**src/design/tes_fifo.sv**
```systemverilog
// Small synchronous queue used for the command and result buffers.
module tes_fifo #(
  parameter int WIDTH = 8,
  parameter int LOG_DEPTH = 1
) (
  input  logic             clk,
  input  logic             rst,
  input  logic             push,
  input  logic [WIDTH-1:0] wdata,
  output logic             full,
  input  logic             pop,
  output logic [WIDTH-1:0] rdata,
  output logic             empty
);
  localparam int N = 1 << LOG_DEPTH;

  logic [WIDTH-1:0] mem [N];
  logic [LOG_DEPTH:0] wptr;
  logic [LOG_DEPTH:0] rptr;

  assign empty = (wptr == rptr);
  assign full  = (wptr[LOG_DEPTH-1:0] == rptr[LOG_DEPTH-1:0]) &&
                 (wptr[LOG_DEPTH] != rptr[LOG_DEPTH]);
  assign rdata = mem[rptr[LOG_DEPTH-1:0]];

  // pointers
  always_ff @(posedge clk) begin
    if (rst) begin
      wptr <= '0;
      rptr <= '0;
    end else begin
      if (push && !full) wptr <= wptr + 1'b1;
      if (pop && !empty) rptr <= rptr + 1'b1;
    end
  end

  // storage
  always_ff @(posedge clk) begin
    if (push && !full) mem[wptr[LOG_DEPTH-1:0]] <= wdata;
  end
endmodule

```
**config.mk**
```make
export PLATFORM = sky130hd
export DESIGN_NAME = tes_fifo
export DESIGN_NICKNAME = d
export VERILOG_FILES = /design/src/design/tes_fifo.sv
export SDC_FILE = /design/constraint.sdc
export NUM_CORES = 1
export LEC_CHECK = 0
export BUFFER_PORTS_ARGS = -buffer_cell sky130_fd_sc_hd__buf_2
export CAP_MARGIN = 20
export CORE_ASPECT_RATIO = 0.9
export CORE_UTILIZATION = 57
export CTS_BUF_LIST = sky130_fd_sc_hd__clkbuf_4 sky130_fd_sc_hd__clkbuf_8
export CTS_CLUSTER_DIAMETER = 200
export DETAILED_ROUTE_END_ITERATION = 16
export MAX_ROUTING_LAYER = met4
export PLACE_DENSITY = 0.85
export SLEW_MARGIN = 20
export SYNTH_ARGS = -nofsm -noshare
export SYNTH_HDL_FRONTEND = slang
export SYNTH_SLANG_ARGS = --single-unit
```
**constraint.sdc**
```tcl
create_clock -name clk -period 2.2 [get_ports clk]
set_input_delay 0.22 -clock clk [delete_from_list [all_inputs] [get_ports clk]]
set_output_delay 0.22 -clock clk [all_outputs]
set_load 0.005 [all_outputs]
```
### Word level (Yosys, flattened, before mapping)

Memories as Yosys holds them, arrays and structs flattened. A register that Yosys moved wholly into a read port is not among the register bits.
Cells that the tools add are included.

| word-level totals | value |
|---|---|
| bits in latches | 0 |
| RAM bits | 16 |
| word-level logic and storage cells | 17 |
| memories kept | 1 |
| bits of input ports | 12 |
| output and inout port bits | 10 |
| bits in read-only memories | 0 |
| bits in registers | 4 |

| operators by class | value |
|---|---|
| shifts and indexed selects | 0 |
| magnitude comparators | 0 |
| eq/ne operators | 3 |
| divide/modulo/power cells | 0 |
| reductions and logical operators | 5 |
| bitwise operators | 0 |
| multiplexer cells | 4 |
| add/subtract/negate cells | 2 |
| $mul | 0 |

Memory list:

| memory | depth | width | rd ports | clocked after memory_dff | write ports | RTL line | text |
|---|---|---|---|---|---|---|---|
| mem | 2 | 8 | 1 | 1 | 1 | 17 | `logic [WIDTH-1:0] mem [N];` |

Operator list:

| cell | number |
|---|---|
| $add A2 B1 Y2 const B | 2 |
| $mux W1 | 4 |
| $logic_and A1 B1 Y1 | 3 |
| $eq A2 B2 Y1 | 1 |
| $logic_not A1 Y1 | 2 |
| $eq A1 B1 Y1 | 1 |
| $ne A1 B1 Y1 | 1 |

### Longest topological paths before layout

| logic depth | value |
|---|---|
| word-level depth | 6 |
| gate-level depth with buffers | 4 |
| depth with buffers taken out | 3 |

### Worst setup path before layout

OpenSTA, ideal clock, no wires.

| path | value |
|---|---|
| kind | reg2reg |
| start point | register wptr[0] |
| end point | memory mem[1][0], enable pin |
| data required time | 1.825 ns |
| arrival | 1.070 ns |
| stages on the path, launching flop included | 4 |
| period minus slack after synthesis | 1.446 ns |
| library setup time | 0.375 ns |
| path buffers | 1 |
| setup slack | 0.754 ns |
| cells stage by stage | dfxtp_1 clkbuf_1 nand2_1 a21oi_1 |

| on the way | value |
|---|---|
| cells in the longest elaborated chain, start to end | 6 |

RTL lines:

| what | RTL line | text |
|---|---|---|
| start, declared | 18 | `logic [LOG_DEPTH:0] wptr;` |
| start signal, assigned | 32 | `if (push && !full) wptr <= wptr + 1'b1;` |
| $eq A1 B1 Y1 | 22 | `assign full = (wptr[LOG_DEPTH-1:0] == rptr[LOG_DEPTH-1:0]) &&` |
| $logic_and A1 B1 Y1 | 22 |  |
| $logic_not A1 Y1 | 39 | `if (push && !full) mem[wptr[LOG_DEPTH-1:0]] <= wdata;` |
| $logic_and A1 B1 Y1 | 39 |  |
| $mux W1 | 39 |  |
| $mux W1 (implied by the code) | 39 |  |
| end, declared | 17 |  |

Several ways; a longest one is shown, not always the timed one.

### Worst setup path in the final report

| path | value |
|---|---|
| start point | register rptr[1] |
| end point | memory mem[1][0], enable pin |

| on the way | value |
|---|---|
| cells in the longest elaborated chain, start to end | 6 |

RTL lines:

| what | RTL line | text |
|---|---|---|
| start, declared | 19 | `logic [LOG_DEPTH:0] rptr;` |
| start signal, assigned | 33 | `if (pop && !empty) rptr <= rptr + 1'b1;` |
| $ne A1 B1 Y1 | 23 | `(wptr[LOG_DEPTH] != rptr[LOG_DEPTH]);` |
| $logic_and A1 B1 Y1 | 22 |  |
| $logic_not A1 Y1 | 39 |  |
| $logic_and A1 B1 Y1 | 39 |  |
| $mux W1 | 39 |  |
| $mux W1 (implied by the code) | 39 |  |

No other way between the ends.

==> metrics.txt <==
Post-Route Setup TNS 0 ps; CTS max path bufs 2; Post-Syn Area 858 µm²; WL final 1460 µm; Tightest Pin Transition 802 ps; Worst EP arrival 1600 ps; setup bufs post-CTS 0; mux cell area share after synthesis 0.128; final hold vios 0; Critical Path Max Stage Delay 670 ps; GP Congestion 0.855; status finished, final reports clean; skew final 9.40 ps; CTS tree done; clock-pin slew of the registers on the worst-case setup and hold paths 120 ps; Mapped Avg Cell Area 14.8 µm²; CTS buffer count 3; die area 0.00167 mm²; Seq/Total Area, Yosys 0.676; initial antenna violation count 0; Crit. End Element flip-flop; GRT Total Usage 0.205; Max-Cap Viols 0; Num Clock Sinks 21; largest net degree at the start of global routing 14; I/O pins 22; DPL Wire Length 1090 µm; Post-synth EDFFs 16; max-slew violations 0; drt initial violations 11; maximum VDD drop 0.532 mV; synth top area cells edfxtp_1 56%, dfxtp_1 12%, mux2_2 10%; GRT overflow 0; top_reg_cell synth edfxtp_1; Post-synth ARST share 0; dpl ws 568 ps; Die Y 38.8 µm; DR vias 542; worst-path cell with the longest stage delay a21oi_1; sequential power share 0.620; dpl cell area 968 µm²; top cell type's share of synthesized area 0.560; Final setup viols 0; Post-Syn Instances 58; Clk pwr share 0.236; Worst Setup Start Kind flip-flop; most frequent cell after synthesis edfxtp_1; DRC 0; Adder-Cell Fraction of Synth Area 0; largest family of logic cells by synthesized area multiplexers; vias in the first global route 541; Ys Warns 0; Vias/cell 5.77; drt first pass iters 5; final worst path period need 1660 ps; maximum fanout along the worst path 8; post-synth top area cell edfxtp_1; setup slack after layout 541 ps; antenna-violating nets left 0; area of the multi-input gates 262 µm²; diodes inserted 0; CP cell instances xor2_1, a21oi_1; IO Port Bufs 21; worst min path class primary input to flip-flop; syn_nets 70; Leakage 0.398 nW; Buf/Inv on CP 0; Syn-to-layout area delta 16.3%; Avg WL per Cell 15.6 µm; first-pass GRT wire length 2160 µm; fmax 603 MHz; Root Buffer clkbuf_4; PwrDens 780 mW/mm²; Switching Fraction 0.247; Simple-Gate Fraction of Synth Area 0.0612; # H-tree levels 1; crit-path leading delay family compound AO/OA/AOI/OAI gates; Design Area, Final 998 µm²; Filler Cell Count 92; WS Path Type flip-flop to flip-flop; cts hold-fix bufs 0; RSZ-0062 raised after global routing no; Post-synth top cells 16 x edfxtp_1, 8 x mux2_2, 6 x nor2_1, 5 x dfxtp_1, 4 x nand2_1; Die W 42.9 µm; row count 12; Distinct cells, synth 18; Initial Utilization 0.650; Final #Nets 93; Compound-Gate Fraction of Synth Area 0.0758; synthesized flop and latch total 21; cell internal pwr 586 µW; CP required 2140 ps; clk_lat worst skew 300 ps; Worst slew margin 0.465; Placeable Area 0.00132 mm²; layout cells sized above 1 0.438; switching power 192 µW; post-CTS sizing 0; Comb power frac 0.144; Synth Area in XOR/XNOR 0.0394; Seq. cell area 581 µm²; Final Cycle Share 0.754
flip-flops by register name, indices dropped and copies added (netlist names), named ones only:
signal and flops:
mem 16, rptr 2, wptr 2
final cells by class:
class / instances / share of cell area
clock buffers: 3 / 0.0226
inverters: 1 / 0.00376
multi-input cells: 33 / 0.262
well taps: 14 / 0.0175
repair buffers: 21 / 0.105
clock inverters: 1 / 0.00752
flip-flops and latches: 21 / 0.581
worst paths after layout:
check	end	slack (ps)	startpoint	cells past startpoint
min reg2reg	rptr[1]	600	wptr[1]	2
max reg2reg	mem[1][0]	540	rptr[1]	2
min	mem[1][4]	90	wdata[4]	1
max	mem[1][0]	540	rptr[1]	2
layout by cell type, fill, tap and decap left out:
master / instances
buf_2: 21
edfxtp_1: 16
mux2_2: 8
nor2_1: 6
dfxtp_1: 5
nand2_1: 4
a21oi_1: 3
clkbuf_4: 3
xor2_1: 2
a311oi_1: 2
mux2i_1: 2
xnor2_2: 1
inv_1: 1
o211a_1: 1
a311oi_2: 1
o21bai_1: 1
nand4b_1: 1
nand4_1: 1
clkinvlp_4: 1
per-layer routing:
metal,GRT usage,wire [µm],vias to the layer above,part of all wire
met5,-,0,-,0
met4,0.0703,2,0,0.0014
met3,0.0888,101,2,0.069
met2,0.402,813,25,0.56
met1,0.176,545,254,0.37
li1,-,-,261,-
power groups by stage:
stage	clock, mW	combinational [mW]	sequential [mW]
final	0.183	0.112	0.483
after global routing	0.205	0.123	0.486
after CTS	0.191	0.114	0.483
after detailed placement	0	0.114	0.492
after global placement	0	0.110	0.487
after floorplan	0	0.0794	0.475
cells by family after synthesis:
| group | after synthesis |
|---|---|
| buf+inv | 4 |
| simple gates | 12 |
| xor+xnor | 3 |
| mux | 10 |
| flops | 21 |
| compound gates | 8 |
stage by stage:
stage | instances | util | power [mW] | hold WS [ps]
3_5_place_dp | 90 | 0.733 | 0.606 | 411
3_3_place_gp | 90 | 0.733 | 0.597 | 409
6_report | 94 | 0.756 | 0.778 | 91.5
4_1_cts | 94 | 0.756 | 0.788 | 81.3
2_1_floorplan | 58 | - | 0.554 | 288
5_1_grt | 94 | 0.756 | 0.814 | 67.1
Power figures use the tool's default switching activity.
